### src/rtl/stlg_pkg.sv
// Shared types and constants for the sprite tile list generator.
package stlg_pkg;

  localparam int SCREEN_WIDTH  = 336;
  localparam int SCREEN_HEIGHT = 240;

  // Signed position wide enough for a wrapped 9-bit position plus a
  // seven-tile flip offset and a row step.
  localparam int POS_W = 11;
  typedef logic signed [POS_W-1:0] pos_t;

  localparam pos_t SCR_W_POS   = pos_t'(SCREEN_WIDTH);
  localparam pos_t WRAP_OFFSET = pos_t'(512);
  localparam pos_t TILE_STEP   = pos_t'(8);
  localparam pos_t LEFT_EDGE   = -pos_t'(8);

  localparam logic [9:0] SCR_W_CMP = 10'(SCREEN_WIDTH);
  localparam logic [9:0] SCR_H_CMP = 10'(SCREEN_HEIGHT);

  localparam logic [14:0] CODE_MASK = 15'h7fff;
  localparam logic [14:0] CODE_FLIP = 15'h0800;

  // Configuration register indexes.
  localparam logic [1:0] CFG_SCROLL_X    = 2'd0;
  localparam logic [1:0] CFG_SCROLL_Y    = 2'd1;
  localparam logic [1:0] CFG_CLIP_TOP    = 2'd2;
  localparam logic [1:0] CFG_CLIP_BOTTOM = 2'd3;

  localparam logic [7:0] CLIP_BOTTOM_RESET = 8'd239;

  typedef struct packed {
    logic load;
    logic walk;
    logic flush;
  } stlg_cmd_t;

  typedef struct packed {
    logic done;
    logic pend_valid;
  } stlg_sts_t;

endpackage

### src/rtl/stlg_ctrl.sv
// Controller state machine sequencing load, tile walk and flush.
module stlg_ctrl (
  input  logic                clk,
  input  logic                rst_n,
  input  logic                start,
  input  stlg_pkg::stlg_sts_t sts,
  output logic                busy,
  output stlg_pkg::stlg_cmd_t cmd
);

  localparam logic [1:0] ST_IDLE  = 2'd0;
  localparam logic [1:0] ST_WALK  = 2'd1;
  localparam logic [1:0] ST_FLUSH = 2'd2;

  logic [1:0] state_r;
  logic [1:0] state_nxt;

  always_comb begin
    state_nxt = state_r;
    case (state_r)
      ST_IDLE: begin
        if (start) begin
          state_nxt = ST_WALK;
        end
      end
      ST_WALK: begin
        if (sts.done) begin
          state_nxt = ST_FLUSH;
        end
      end
      ST_FLUSH: begin
        state_nxt = ST_IDLE;
      end
      default: begin
        state_nxt = ST_IDLE;
      end
    endcase
  end

  always_ff @(posedge clk) begin
    if (!rst_n) begin
      state_r <= ST_IDLE;
    end else begin
      state_r <= state_nxt;
    end
  end

  assign busy      = (state_r != ST_IDLE);
  assign cmd.load  = start && (state_r == ST_IDLE);
  assign cmd.walk  = (state_r == ST_WALK);
  assign cmd.flush = (state_r == ST_FLUSH);

endmodule

### src/rtl/stlg_datapath.sv
// Datapath: configuration registers, position setup, tile walk and result registers.
module stlg_datapath (
  input  logic                clk,
  input  logic                rst_n,
  input  stlg_pkg::stlg_cmd_t cmd,
  output stlg_pkg::stlg_sts_t sts,
  input  logic                cfg_we,
  input  logic [1:0]          cfg_index,
  input  logic [8:0]          cfg_data,
  input  logic [15:0]         code_word,
  input  logic [15:0]         color_x_word,
  input  logic [15:0]         y_size_word,
  output logic                out_strobe,
  output logic [14:0]         out_tile_code,
  output logic [3:0]          out_palette_color,
  output logic signed [9:0]   out_screen_x,
  output logic signed [8:0]   out_screen_y,
  output logic                out_flip_h,
  output logic                out_last_tile
);

  // Configuration registers.
  logic [8:0] scroll_x_r;
  logic [8:0] scroll_y_r;
  logic [7:0] clip_top_r;
  logic [7:0] clip_bottom_r;

  // Sprite walk registers.
  logic [14:0]        code_r;
  logic [3:0]         color_r;
  logic               flip_r;
  logic [2:0]         hm1_r;
  logic [2:0]         vm1_r;
  logic [2:0]         col_r;
  logic [2:0]         row_r;
  stlg_pkg::pos_t     xstart_r;
  stlg_pkg::pos_t     sx_r;
  stlg_pkg::pos_t     sy_r;

  // One visible tile is held back so that the final one can be marked.
  logic               pend_valid_r;
  logic [14:0]        pend_code_r;
  logic [9:0]         pend_x_r;
  logic [8:0]         pend_y_r;

  logic               out_strobe_r;
  logic [14:0]        out_code_r;
  logic [3:0]         out_color_r;
  logic [9:0]         out_x_r;
  logic [8:0]         out_y_r;
  logic               out_flip_r;
  logic               out_last_r;

  // Setup of the entry's start position.
  logic [8:0]         x_in;
  logic [8:0]         y_in;
  logic [2:0]         hm1_in;
  logic [2:0]         vm1_in;
  logic [8:0]         xv;
  logic [8:0]         yv;
  stlg_pkg::pos_t     xw;
  stlg_pkg::pos_t     yw;
  stlg_pkg::pos_t     flip_off;
  stlg_pkg::pos_t     xstart_nxt;

  // Walk decisions.
  logic               row_skip;
  logic               row_below;
  logic               col_last;
  logic               row_last;
  logic               tile_vis;

  always_comb begin
    x_in   = color_x_word[15:7];
    y_in   = y_size_word[15:7];
    hm1_in = y_size_word[5:3];
    vm1_in = y_size_word[2:0];
    xv     = x_in - scroll_x_r;
    yv     = 9'd0 - scroll_y_r - y_in - {3'b000, vm1_in, 3'b000} - 9'd8;
    xw     = $signed({2'b00, xv});
    if ({1'b0, xv} >= stlg_pkg::SCR_W_CMP) begin
      xw = xw - stlg_pkg::WRAP_OFFSET;
    end
    yw     = $signed({2'b00, yv});
    if ({1'b0, yv} >= stlg_pkg::SCR_H_CMP) begin
      yw = yw - stlg_pkg::WRAP_OFFSET;
    end
    flip_off = y_size_word[6] ? $signed({5'b00000, hm1_in, 3'b000}) : stlg_pkg::pos_t'(0);
    xstart_nxt = xw + flip_off;
  end

  always_comb begin
    // A row is above the clip when its top lies at or above clip_top - 8.
    row_skip  = (sy_r + stlg_pkg::TILE_STEP) <= $signed({3'b000, clip_top_r});
    row_below = sy_r > $signed({3'b000, clip_bottom_r});
    col_last  = (col_r == hm1_r);
    row_last  = (row_r == vm1_r);
    tile_vis  = !row_skip && !row_below &&
                (sx_r > stlg_pkg::LEFT_EDGE) && (sx_r < stlg_pkg::SCR_W_POS);
  end

  assign sts.done       = row_below || ((row_skip || col_last) && row_last);
  assign sts.pend_valid = pend_valid_r;

  always_ff @(posedge clk) begin
    if (!rst_n) begin
      scroll_x_r    <= '0;
      scroll_y_r    <= '0;
      clip_top_r    <= '0;
      clip_bottom_r <= stlg_pkg::CLIP_BOTTOM_RESET;
    end else if (cfg_we) begin
      case (cfg_index)
        stlg_pkg::CFG_SCROLL_X:    scroll_x_r    <= cfg_data;
        stlg_pkg::CFG_SCROLL_Y:    scroll_y_r    <= cfg_data;
        stlg_pkg::CFG_CLIP_TOP:    clip_top_r    <= cfg_data[7:0];
        stlg_pkg::CFG_CLIP_BOTTOM: clip_bottom_r <= cfg_data[7:0];
        default: begin
        end
      endcase
    end
  end

  // Walk payload registers.
  always_ff @(posedge clk) begin
    if (cmd.load) begin
      code_r   <= (code_word[14:0] & stlg_pkg::CODE_MASK) ^ stlg_pkg::CODE_FLIP;
      color_r  <= color_x_word[3:0];
      flip_r   <= y_size_word[6];
      hm1_r    <= hm1_in;
      vm1_r    <= vm1_in;
      col_r    <= '0;
      row_r    <= '0;
      xstart_r <= xstart_nxt;
      sx_r     <= xstart_nxt;
      sy_r     <= yw;
    end else if (cmd.walk) begin
      if (row_skip) begin
        code_r <= code_r + 15'(hm1_r) + 15'd1;
        row_r  <= row_r + 3'd1;
        col_r  <= '0;
        sx_r   <= xstart_r;
        sy_r   <= sy_r + stlg_pkg::TILE_STEP;
      end else if (!row_below) begin
        code_r <= code_r + 15'd1;
        if (col_last) begin
          row_r <= row_r + 3'd1;
          col_r <= '0;
          sx_r  <= xstart_r;
          sy_r  <= sy_r + stlg_pkg::TILE_STEP;
        end else begin
          col_r <= col_r + 3'd1;
          sx_r  <= flip_r ? (sx_r - stlg_pkg::TILE_STEP) : (sx_r + stlg_pkg::TILE_STEP);
        end
      end
    end
  end

  always_ff @(posedge clk) begin
    if (!rst_n) begin
      pend_valid_r <= 1'b0;
      out_strobe_r <= 1'b0;
    end else begin
      out_strobe_r <= 1'b0;
      if (cmd.walk && tile_vis) begin
        pend_valid_r <= 1'b1;
        out_strobe_r <= pend_valid_r;
      end else if (cmd.flush) begin
        pend_valid_r <= 1'b0;
        out_strobe_r <= pend_valid_r;
      end
    end
  end

  always_ff @(posedge clk) begin
    if (cmd.walk && tile_vis) begin
      pend_code_r <= code_r;
      pend_x_r    <= sx_r[9:0];
      pend_y_r    <= sy_r[8:0];
    end
    if ((cmd.walk && tile_vis) || cmd.flush) begin
      out_code_r  <= pend_code_r;
      out_color_r <= color_r;
      out_x_r     <= pend_x_r;
      out_y_r     <= pend_y_r;
      out_flip_r  <= flip_r;
      out_last_r  <= cmd.flush;
    end
  end

  assign out_strobe        = out_strobe_r;
  assign out_tile_code     = out_code_r;
  assign out_palette_color = out_color_r;
  assign out_screen_x      = $signed(out_x_r);
  assign out_screen_y      = $signed(out_y_r);
  assign out_flip_h        = out_flip_r;
  assign out_last_tile     = out_last_r;

endmodule

### src/rtl/sprite_tile_list_generator.sv
// Order: a visible tile is held back and strobed when the next visible tile or the flush
// is reached. Throughput: one tile position per cycle in the walk, and a row above the clip
// is skipped as a whole; busy stays high through the walk and the flush state.
// The last tile is strobed in the first cycle in which busy is low again.
// Reset (synchronous, rst_n low) returns to idle and loads the register reset values.
// Results are strobed for one cycle each; the receiver cannot stall.
module sprite_tile_list_generator (
  input  logic               clk,
  input  logic               rst_n,
  input  logic               start,
  output logic               busy,
  input  logic [15:0]        in_code_word,
  input  logic [15:0]        in_color_x_word,
  input  logic [15:0]        in_y_size_word,
  output logic               out_strobe,
  output logic [14:0]        out_tile_code,
  output logic [3:0]         out_palette_color,
  output logic signed [9:0]  out_screen_x,
  output logic signed [8:0]  out_screen_y,
  output logic               out_flip_h,
  output logic               out_last_tile,
  input  logic               cfg_valid,
  output logic               cfg_ready,
  input  logic [1:0]         cfg_index,
  input  logic [8:0]         cfg_data
);

  stlg_pkg::stlg_cmd_t cmd;
  stlg_pkg::stlg_sts_t sts;

  assign cfg_ready = 1'b1;

  stlg_ctrl u_ctrl (
    .clk   (clk),
    .rst_n (rst_n),
    .start (start),
    .sts   (sts),
    .busy  (busy),
    .cmd   (cmd)
  );

  stlg_datapath u_datapath (
    .clk               (clk),
    .rst_n             (rst_n),
    .cmd               (cmd),
    .sts               (sts),
    .cfg_we            (cfg_valid && cfg_ready),
    .cfg_index         (cfg_index),
    .cfg_data          (cfg_data),
    .code_word         (in_code_word),
    .color_x_word      (in_color_x_word),
    .y_size_word       (in_y_size_word),
    .out_strobe        (out_strobe),
    .out_tile_code     (out_tile_code),
    .out_palette_color (out_palette_color),
    .out_screen_x      (out_screen_x),
    .out_screen_y      (out_screen_y),
    .out_flip_h        (out_flip_h),
    .out_last_tile     (out_last_tile)
  );

`ifndef ASSERT_OFF
  // An accepted entry always makes the block busy in the next cycle.
  a_start_busy: assert property (@(posedge clk) disable iff (!rst_n)
    (start && !busy) |=> busy)
    else $error("busy did not rise after an accepted entry");

  // No tile is held over from the previous entry when a new one begins.
  a_pend_clear: assert property (@(posedge clk) disable iff (!rst_n)
    $rose(busy) |-> !sts.pend_valid)
    else $error("held tile left over at start of entry");

  // The beat marked last is never directly followed by another beat.
  a_last_gap: assert property (@(posedge clk) disable iff (!rst_n)
    (out_strobe && out_last_tile) |=> !out_strobe)
    else $error("result beat directly after the last tile");
`endif

endmodule
### config.mk
export PLATFORM = sky130hd
export DESIGN_NAME = sprite_tile_list_generator
export DESIGN_NICKNAME = d
export VERILOG_FILES = /design/src/rtl/stlg_pkg.sv /design/src/rtl/stlg_ctrl.sv /design/src/rtl/stlg_datapath.sv /design/src/rtl/sprite_tile_list_generator.sv
export SDC_FILE = /design/constraint.sdc
export NUM_CORES = 1
export LEC_CHECK = 0
export BUFFER_PORTS_ARGS = -buffer_cell sky130_fd_sc_hd__buf_2
export CORE_MARGIN = 3
export CORE_UTILIZATION = 45
export DETAILED_ROUTE_END_ITERATION = 8
export PLACE_DENSITY_LB_ADDON = 0.05
export REMOVE_ABC_BUFFERS = 1
export SLEW_MARGIN = 20
export SYNTH_ARGS = -nofsm -noshare
export SYNTH_HDL_FRONTEND = slang
export SYNTH_SLANG_ARGS = --single-unit
### constraint.sdc
create_clock -name clk -period 7.95 [get_ports clk]
set_clock_uncertainty 0.15 [all_clocks]
set_input_delay 0.3975 -clock clk [delete_from_list [all_inputs] [get_ports clk]]
set_output_delay 0.3975 -clock clk [all_outputs]
set_load 0.02 [all_outputs]
==> metrics.txt, run 1 <==
Design Area, Final 10230 um2; Logic pwr share 27.3%; Max-slew headroom 31.53%; # resized after CTS 0; antenna violations before repair 0; total global-route track usage 17.37%; status finished, final reports clean; io pins 106; Final TNS setup 0 ps; Internal Power 1.987 mW; Routed Antenna Nets 0; CP peak stage delay 560 ps; largest net degree at the start of global routing 42; RSZ-0062 raised after global routing false; ant diodes 0; Hold Crit Class in -> reg; CP Max Fanout 15; Fin Hold WS 25.59 ps; Core Area around 19000 um2; crit path time final between 4000 and 5000 ps; commonest non-fill, non-tap cells in the layout edfxtp_1 (133), buf_2 (100), nand2_1 (60); actual slew at the worst max-slew pin 1023 ps; final hold vios 0; f_max 0.2394 GHz; Filler cells about 1700; vias per cell 5.005; Post-synth EDFFs between 100 and 150; flop and latch count out of synthesis roughly 180; utilization after layout 54.15%; commonest non-fill, non-tap cell in the layout edfxtp_1; Sequential Power Share ~44%; cell area power density 292.7 nW/um2; final setup violating endpoints 0; WP data required approximately 7900 ps; DR pass1 iterations 4; Post-Syn Area per Cell 11.56 um2; Die Height 145.5 um; Placement Setup Slack 3519 ps; worst path cell trace ha_1 -> xor2_1 -> ha_1 -> a21oi_1 -> o211ai_1 -> o21a_1 -> o21ai_2 -> a21boi_1 -> o21ai_0 -> buf_4; clock sink count around 180; Yosys Warn Count 0; Vias 5711; gr ovfl total 0; Yosys top cell by area edfxtp_1; chip width 145.5 um; first-pass GRT wire length 29.37 mm; Final WS setup 3773 ps; slowest CP cell o21ai_0; register area share after synthesis 55.70%; clock network fraction of total power 28.7%; total CTS buffers 17; P_leak between 4 and 5 nW; Setup CP Type reg -> reg; Initial Util 46.32%; wire length per cell about 16 um; post-DP HPWL 13.04 mm; Critical Path Sink Type register; DRC viols 0; die area ~21000 um2; area grow syn2layout 16.90%; crit start category register; Final Routed Wirelength 17.80 mm; root buffer cell clkbuf_16; Max-Cap Viols 0; number of global-route vias before repair 5745; placed instance area 9544 um2; CP arrival 4170 ps; Post-Synthesis Cells 757; Final GP Congestion 0.8372; largest cells by area after synthesis edfxtp_1 (46%), dfxtp_1 (10%), ha_1 (8.4%), xnor2_1 (3.4%), nand2_1 (2.7%); multi-input logic area around 3600 um2; Net Sw Power 1.007 mW; switching part of the total 33.64%; initial DRC count 290; VDD IR max about 0.17 mV; Tcrit/Tclk final around 53%; Max Slew Vio Count 0; Synth top area share 45.63%; row count 50; total setup buffers inserted after CTS 0; H-tree Lvls 4; Layout Nets between 900 and 1000; Worst-Skew Late Latency 440 ps; Netlist Area Pre-Place 8752 um2; share of cells above drive strength 1 17.59%; most frequent CP cell ha_1; I/O Buffers 100; Storage cell area 4875 um2; deepest clock path buffer count 2; prevailing post-synth register cell edfxtp_1; clock slew at reported path FFs 70 ps; share of flip-flops with an asynchronous set or reset 0%; post-synth cell types 60; CTS tree built
==> path summary, 6_finish.rpt <==
path / startpoint / endpoint / slack [ps] / cells past startpoint
setup / recovery: u_datapath.sy_r[3]$_DFFE_PP_ / u_datapath.sy_r[5]$_DFFE_PP_ / 3770 / 10
hold / removal: in_y_size_word[3] / u_datapath.hm1_r[0]$_DFFE_PP_ / 30 / 1
hold reg to reg: u_datapath.pend_code_r[7]$_DFFE_PP_ / u_datapath.out_tile_code[7]$_DFFE_PP_ / 270 / 0
setup reg to reg: u_datapath.sy_r[3]$_DFFE_PP_ / u_datapath.sy_r[5]$_DFFE_PP_ / 3770 / 10
==> per-stage QoR <==
| step | power, mW | std cells |
|---|---|---|
| final | 2.994 | 1141 |
| after global routing | 3.194 | 1141 |
| after CTS | 3.025 | 1140 |
| after detailed placement | 2.153 | 1102 |
| after global placement | 2.124 | 1102 |
| after floorplan | 1.910 | 737 |
==> cell type report <==
cell class	instances	share of cell area (%)
sequential	177	47.65
multi-input combinational	500	35.02
timing repair buffer	112	5.943
clock buffer	17	4.158
tap	260	3.180
inverter	60	2.201
clock inverter	15	1.847
==> critical path: cells and delay by family (launching register included) <==
kind	cells	cell delay, ps
compound gates	6	2060
fa+ha+maj	2	640
flops	1	510
buf+inv	1	290
xor+xnor	1	240
==> kinds of logic after synthesis <==
family | count (synthesis) | share of synthesized area, %
and+or+nand+nor | 217 | 12.32
DFF | 177 | 55.70
AOI/OAI and AO/OA | 139 | 10.18
buffers and inverters | 80 | 3.474
adders and majority gates | 67 | 10.26
xor gates and xnor gates | 50 | 5.004
muxes | 26 | 3.016
other | 1 | 0.04285
==> sequential cells by signal (all words and copies together), names as in the netlist, 10 cells and up <==
name                      cells
u_datapath.xstart_r          11
u_datapath.sy_r              11
u_datapath.out_screen_x      10
u_datapath.pend_code_r       15
u_datapath.out_tile_code     15
u_datapath.pend_x_r          10
u_datapath.sx_r              11
u_datapath.code_r            15
==> layer usage <==
layer | track usage, % | up-vias | wire [um] | part of all wire, %
li1 | - | 2916 | - | -
met1 | 23.91 | 2645 | 8577 | 48
met2 | 26.88 | 126 | 8118 | 46
met3 | 4.111 | 24 | 831 | 4.7
met4 | 6.695 | 0 | 276 | 1.6
met5 | 0 | - | 0 | 0
==> cells in the mapped netlist (4+ instances only) <==
cell type  count
a211oi_1       6
a21boi_0       4
a21o_1         5
a21oi_1       39
and2_1         5
and3_1         9
clkbuf_1      19
dfxtp_1       44
edfxtp_1     133
fa_1           8
ha_1          59
inv_1         60
mux2i_1       23
nand2_1       62
nand2b_1       4
nand3_1       15
nand4_1        7
nor2_1        53
nor2b_1       33
nor3_1         8
o211ai_1      11
o21a_1         8
o21ai_0       30
o21ai_1        7
o22ai_1        4
o31a_1         4
or3_1          5
xnor2_1       34
xor2_1        16
==> power groups by stage <==
stage / registers [mW] / logic, mW / clock network (mW)
finish: 1.32 / 0.818 / 0.859
global route: 1.34 / 0.937 / 0.918
CTS: 1.32 / 0.825 / 0.883
detailed placement: 1.34 / 0.815 / 0
global placement: 1.33 / 0.792 / 0
floorplan: 1.32 / 0.591 / 0
==> repair_timing <==
action / in CTS / in global routing
endpoints found under the setup margin: 0 / 0
endpoints found under the hold margin: 6 / 1
hold buffers: 6 / 1
No activity file was read; power rests on OpenSTA's default activity.
==> inputs of run 2 (changes only) <==
- clock period: 7.95 -> 4.2 ns (I/O delays scaled with it)
==> run 2 against run 1 <==
Effect of this change: design area rose by 3.4%; critical path depth rose by 2; global-route usage rose by 0.25 points; utilization rose by 1.8 points; worst setup slack got worse by 3300 ps; die area did not move; non-clock buffer count rose by 34; clock power rose by 91%; via count rose by 4.8%; sequential share of layout area fell by 1.5 points; worst hold slack got worse by 12 ps.
==> metrics.txt, run 2 (synthesis gave the netlist of run 1 again) <==
clock sink count 177 (unchanged); Placed Cells incl. Taps 1107 (was 1102); status finished, final reports clean (unchanged); DR pass1 iterations 6 (was 4); commonest non-fill, non-tap cell in the layout edfxtp_1 (unchanged); Vias 5983 (was 5711); Setup CP Type reg -> reg (unchanged); io pins 106 (unchanged); gr ovfl total 0 (unchanged); antenna violations before repair 0 (unchanged); Fin Hold WS 13.35 ps (was 25.59 ps); H-tree Lvls 4 (unchanged); ant diodes 0 (unchanged); initial DRC count 264 (was 290); number of global-route vias before repair 5989 (was 5745); largest net degree at the start of global routing 41 (was 42); CTS tree built (unchanged); Min-Delay Path Depth 3 (was 1); I/O Buffers 100 (unchanged); Internal Power 3.893 mW (was 1.987 mW); deepest clock path buffer count 2 (unchanged); Max-slew headroom 29.26% (was 31.53%); slowest CP cell edfxtp_1 (was o21ai_0); CP Max Fanout 11 (was 15); RSZ-0062 raised after global routing false (unchanged); cell area power density 543.0 nW/um2 (was 292.7 nW/um2); Worst R2R End u_datapath.sy_r[7]$_DFFE_PP_ (was u_datapath.sy_r[5]$_DFFE_PP_); Worst Reg-to-Reg Cells 12 (was 10); die area 21160 um2 (unchanged); root buffer cell clkbuf_16 (unchanged); switching part of the total 32.20% (was 33.64%); area grow syn2layout 20.81% (was 16.90%); Worst Hold Path EP u_datapath.clip_bottom_r[5]$_SDFFE_PN1P_ (was u_datapath.hm1_r[0]$_DFFE_PP_); share of cells above drive strength 1 17.27% (was 17.59%); DRC viols 0 (unchanged); first-pass GRT wire length 30.26 mm (was 29.37 mm); Critical Path Sink Type register (unchanged); total setup buffers inserted after CTS 0 (unchanged); Final GP Congestion 0.8513 (was 0.8372); post-DP HPWL 13.54 mm (was 13.04 mm); multi-input logic area 3581 um2 (was 3583 um2); VDD IR max 0.3109 mV (was 0.1749 mV); P_leak 4.277 nW (was 4.138 nW); Filler cells 1640 (was 1685); WP data required 4180 ps (was 7940 ps); Routed Antenna Nets 0 (unchanged); actual slew at the worst max-slew pin 1056 ps (was 1023 ps); final hold vios 0 (unchanged); total global-route track usage 17.62% (was 17.37%); commonest non-fill, non-tap cells in the layout edfxtp_1 (133), buf_2 (100), nand2_1 (61) (was edfxtp_1 (133), buf_2 (100), nand2_1 (60)); clock slew at reported path FFs 70 ps (about the same); final setup violating endpoints 0 (unchanged); vias per cell 5.092 (was 5.005); Sequential Power Share 43.5% (was 44.0%); f_max 0.2687 GHz (was 0.2394 GHz); Non-Filler Instances 1175 (was 1141); crit path time final 3722 ps (was 4177 ps); Die Height 145.5 um (unchanged); Net Sw Power 1.849 mW (was 1.007 mW); row count 50 (unchanged); worst hold path startpoint cfg_data[5] (was in_y_size_word[3]); clock network fraction of total power 28.5% (was 28.7%); Logic pwr share 28.0% (was 27.3%); worst path cell trace ha_1 -> xor2_1 -> ha_1 -> nand4_1 -> nor2_1 -> a21oi_1 -> o21a_1 -> o21ai_2 -> a21boi_1 -> buf_4 -> o21ai_0 -> buf_4 (was ha_1 -> xor2_1 -> ha_1 -> a21oi_1 -> o211ai_1 -> o21a_1 -> o21ai_2 -> a21boi_1 -> o21ai_0 -> buf_4); Final Routed Wirelength 18.29 mm (was 17.80 mm); Worst-Skew Late Latency 420 ps (was 440 ps); Max-Cap Viols 0 (unchanged); worst reg2reg startpoint u_datapath.sy_r[3]$_DFFE_PP_ (unchanged); Tcrit/Tclk final 88.61% (was 52.54%); Max Slew Vio Count 0 (unchanged); crit start category register (unchanged); Final TNS setup 0 ps (unchanged); total CTS buffers 17 (unchanged); Layout Nets 1032 (was 998); Storage cell area 4875 um2 (unchanged); Hold Crit Class in -> reg (unchanged); CP peak stage delay 500 ps (was 560 ps); Placement Setup Slack 499.8 ps (was 3519 ps); Final WS setup 478.2 ps (was 3773 ps); Pwr Total 5.742 mW (was 2.994 mW); CP arrival 3700 ps (was 4170 ps); wire length per cell 15.56 um (was 15.60 um); chip width 145.5 um (unchanged); Initial Util 46.32% (unchanged); Core Area 18890 um2 (unchanged); flop2flop setup slack 480 ps (was 3770 ps)
-- run 2: stage by stage --
stage                     utilization (%)  area, um2
after floorplan                         -       8673
after global placement              50.85       9607
after detailed placement            50.85       9607
after CTS                           55.97      10570
after global routing                55.97      10570
final                               55.97      10570
-- run 2: critical path: cells and delay by family (launching register included) --
family / cells / cell delay, ps
buffers and inverters: 2 / 450
AO/OA/AOI/OAI: 5 / 1230
XOR/XNOR: 1 / 180
adder cells (fa/ha/maj): 2 / 640
AND/OR/NAND/NOR: 2 / 260
flip-flops: 1 / 500
-- run 2: cell type report --
class	instances	share of cell area, %
clock buffer	18	4.059
clock inverter	14	1.680
tap	260	3.077
timing repair buffer	146	9.088
sequential	177	46.10
inverter	60	2.130
multi-input combinational	500	33.87
-- run 2: what timing repair did --
item / in CTS / in global routing
gates resized for setup: 0 / 0
hold buffers: 36 / 0
endpoints found under the hold margin: 48 / 0
-- run 2: power by group through the flow --
stage	Sequential [mW]	Combinational, mW	Clock, mW
6_report	2.50	1.61	1.64
5_1_grt	2.53	1.82	1.75
4_1_cts	2.50	1.62	1.67
3_5_place_dp	2.53	1.58	0
3_3_place_gp	2.52	1.53	0
2_1_floorplan	2.50	1.12	0
-- run 2: worst max-delay path by stage --
stage | startpoint | end | slack [ps] | cells after the start
floorplan | u_datapath.sy_r[3]$_DFFE_PP_ | u_datapath.sx_r[0]$_DFFE_PP_ | 480 | 9
global placement | u_datapath.sy_r[3]$_DFFE_PP_ | u_datapath.sy_r[3]$_DFFE_PP_ | 610 | 11
detailed placement | u_datapath.sy_r[3]$_DFFE_PP_ | u_datapath.sy_r[4]$_DFFE_PP_ | 500 | 12
CTS | u_datapath.sy_r[3]$_DFFE_PP_ | u_datapath.sy_r[6]$_DFFE_PP_ | 460 | 11
global route | u_datapath.sy_r[3]$_DFFE_PP_ | u_datapath.sy_r[6]$_DFFE_PP_ | 240 | 11
finish | u_datapath.sy_r[3]$_DFFE_PP_ | u_datapath.sy_r[7]$_DFFE_PP_ | 480 | 12
-- run 2: per-layer routing --
| layer | part of all wire [%] | routed length (um) | GRT usage, % |
|---|---|---|---|
| met3 | 4.7 | 855 | 3.768 |
| met1 | 48 | 8697 | 24.32 |
| met4 | 1.6 | 299 | 5.745 |
| met2 | 46 | 8433 | 28.00 |
| met5 | 0 | 0 | 0 |
==> inputs of run 3 (changes only) <==
- MAX_ROUTING_LAYER: unset -> met4
==> run 3 against run 2 <==
Effect of this change: clock power is essentially flat; count of clock-buffer cells in the layout stayed put; first-iteration DRC count grew 4.2%; sequential cell count unchanged; die area unchanged.
==> metrics.txt, run 3 (synthesis gave the netlist of run 1 again) <==
Initial Util 46.32% (unchanged); root buffer cell clkbuf_16 (unchanged); actual slew at the worst max-slew pin 1053 ps (was 1056 ps); f_max 0.2677 GHz (was 0.2687 GHz); Vias 5988 (was 5983); share of cells above drive strength 1 17.27% (unchanged); status finished, final reports clean (unchanged); final setup violating endpoints 0 (unchanged); I/O Buffers 100 (unchanged); clock sink count 177 (unchanged); final hold vios 0 (unchanged); CP Max Fanout 11 (unchanged); Worst-Skew Late Latency 420 ps (about the same); Tcrit/Tclk final 88.93% (was 88.61%); area grow syn2layout 20.81% (unchanged); Filler cells 1640 (unchanged); Max-slew headroom 29.49% (was 29.26%); largest net degree at the start of global routing 41 (unchanged); H-tree Lvls 4 (unchanged); P_leak 4.277 nW (unchanged); Pwr Total 5.741 mW (was 5.742 mW); crit start category register (unchanged); clock slew at reported path FFs 70 ps (about the same); gr ovfl total 0 (unchanged); Max Slew Vio Count 0 (unchanged); CTS tree built (unchanged); die area 21160 um2 (unchanged); Setup CP Type reg -> reg (unchanged); DRC viols 0 (unchanged); commonest non-fill, non-tap cells in the layout edfxtp_1 (133), buf_2 (100), nand2_1 (61) (unchanged); placed instance area 9607 um2 (unchanged); WP data required 4180 ps (about the same); Final WS setup 465.0 ps (was 478.2 ps); DR pass1 iterations 4 (was 6); M2 GR Usage 27.90% (was 28.00%); total CTS buffers 17 (unchanged); Core Area 18890 um2 (unchanged); VDD IR max 0.3105 mV (was 0.3109 mV); Placement Setup Slack 499.8 ps (unchanged); Min-Delay Path Depth 3 (unchanged); crit path time final 3735 ps (was 3722 ps); Hold Crit Class in -> reg (unchanged); Die Height 145.5 um (unchanged); initial DRC count 275 (was 264); ant diodes 0 (unchanged); wire length per cell 15.62 um (was 15.56 um); Critical Path Sink Type register (unchanged); number of global-route vias before repair 5993 (was 5989); Layout Nets 1032 (unchanged); vias per cell 5.096 (was 5.092); first-pass GRT wire length 30.26 mm (about the same); row count 50 (unchanged); deepest clock path buffer count 2 (unchanged); RSZ-0062 raised after global routing false (unchanged); commonest non-fill, non-tap cell in the layout edfxtp_1 (unchanged); CP arrival 3720 ps (was 3700 ps); GRT met3 Usage 3.550% (was 3.768%); io pins 106 (unchanged); grt peak-use layer met2 (unchanged); chip width 145.5 um (unchanged); post-DP HPWL 13.54 mm (unchanged); Design Area, Final 10570 um2 (unchanged); total global-route track usage 18.19% (was 17.62%); Final Routed Wirelength 18.35 mm (was 18.29 mm); Routed Antenna Nets 0 (unchanged); antenna violations before repair 0 (unchanged); Final GP Congestion 0.8648 (was 0.8513); Final TNS setup 0 ps (unchanged); Max-Cap Viols 0 (unchanged); cell area power density 543.0 nW/um2 (about the same); met1 Track Usage GR 24.63% (was 24.32%); Worst Reg-to-Reg Cells 12 (unchanged)
## run 3: cell counts in the layout (fill, tap and decap cells not counted)
Identical to the previous run, type by type.
## run 3: per-layer routing
layer / wire [um] / share of wire [%]
met2: 8453 / 46
met4: 272 / 1.5
met5: 0 / 0
met3: 808 / 4.4
met1: 8814 / 48
## run 3: final timing paths
check	start	endpoint	slack, ps
hold / removal	cfg_data[5]	u_datapath.clip_bottom_r[5]$_SDFFE_PN1P_	10
setup / recovery	u_datapath.sy_r[3]$_DFFE_PP_	u_datapath.sy_r[7]$_DFFE_PP_	460
setup reg to reg	u_datapath.sy_r[3]$_DFFE_PP_	u_datapath.sy_r[7]$_DFFE_PP_	460
hold reg to reg	u_datapath.pend_x_r[0]$_DFFE_PP_	u_datapath.out_screen_x[0]$_DFFE_PP_	270
## run 3: per-stage QoR
step	cells	utilization (%)	hold WS, ps
floorplan	737	-	131.8
global placement	1107	50.85	242.5
detailed placement	1107	50.85	240.1
CTS	1175	55.97	6.589
global route	1175	55.97	30.41
finish	1175	55.97	14.55
## run 3: timing repair
action                    in CTS  in global routing
hold endpoints to repair      48                  0
setup buffers                  0                  0
hold buffers                  36                  0
resized for setup              0                  0
## run 3: worst max-delay path, cell delays in order, from the launching register on
cell	delay (ps)
edfxtp_1	500
ha_1	310
xor2_1	180
ha_1	330
nand4_1	110
nor2_1	150
a21oi_1	100
o21a_1	160
o21ai_2	380
a21boi_1	130
buf_4	180
o21ai_0	470
buf_4	270
## run 3: layout make-up
type                       instances  area, um2  area share [%]
clock buffer                      18      429.2           4.059
inverter                          60      225.2           2.130
clock inverter                    14      177.7           1.680
multi-input combinational        500       3581           33.87
tap                              260      325.3           3.077
timing repair buffer             146      960.9           9.088
sequential                       177       4875           46.10
## run 3: report_power, final
group          internal, mW  total, mW  switching (mW)
Combinational         0.683       1.61           0.927
Sequential             2.26       2.50           0.234
Clock                 0.947       1.63           0.688
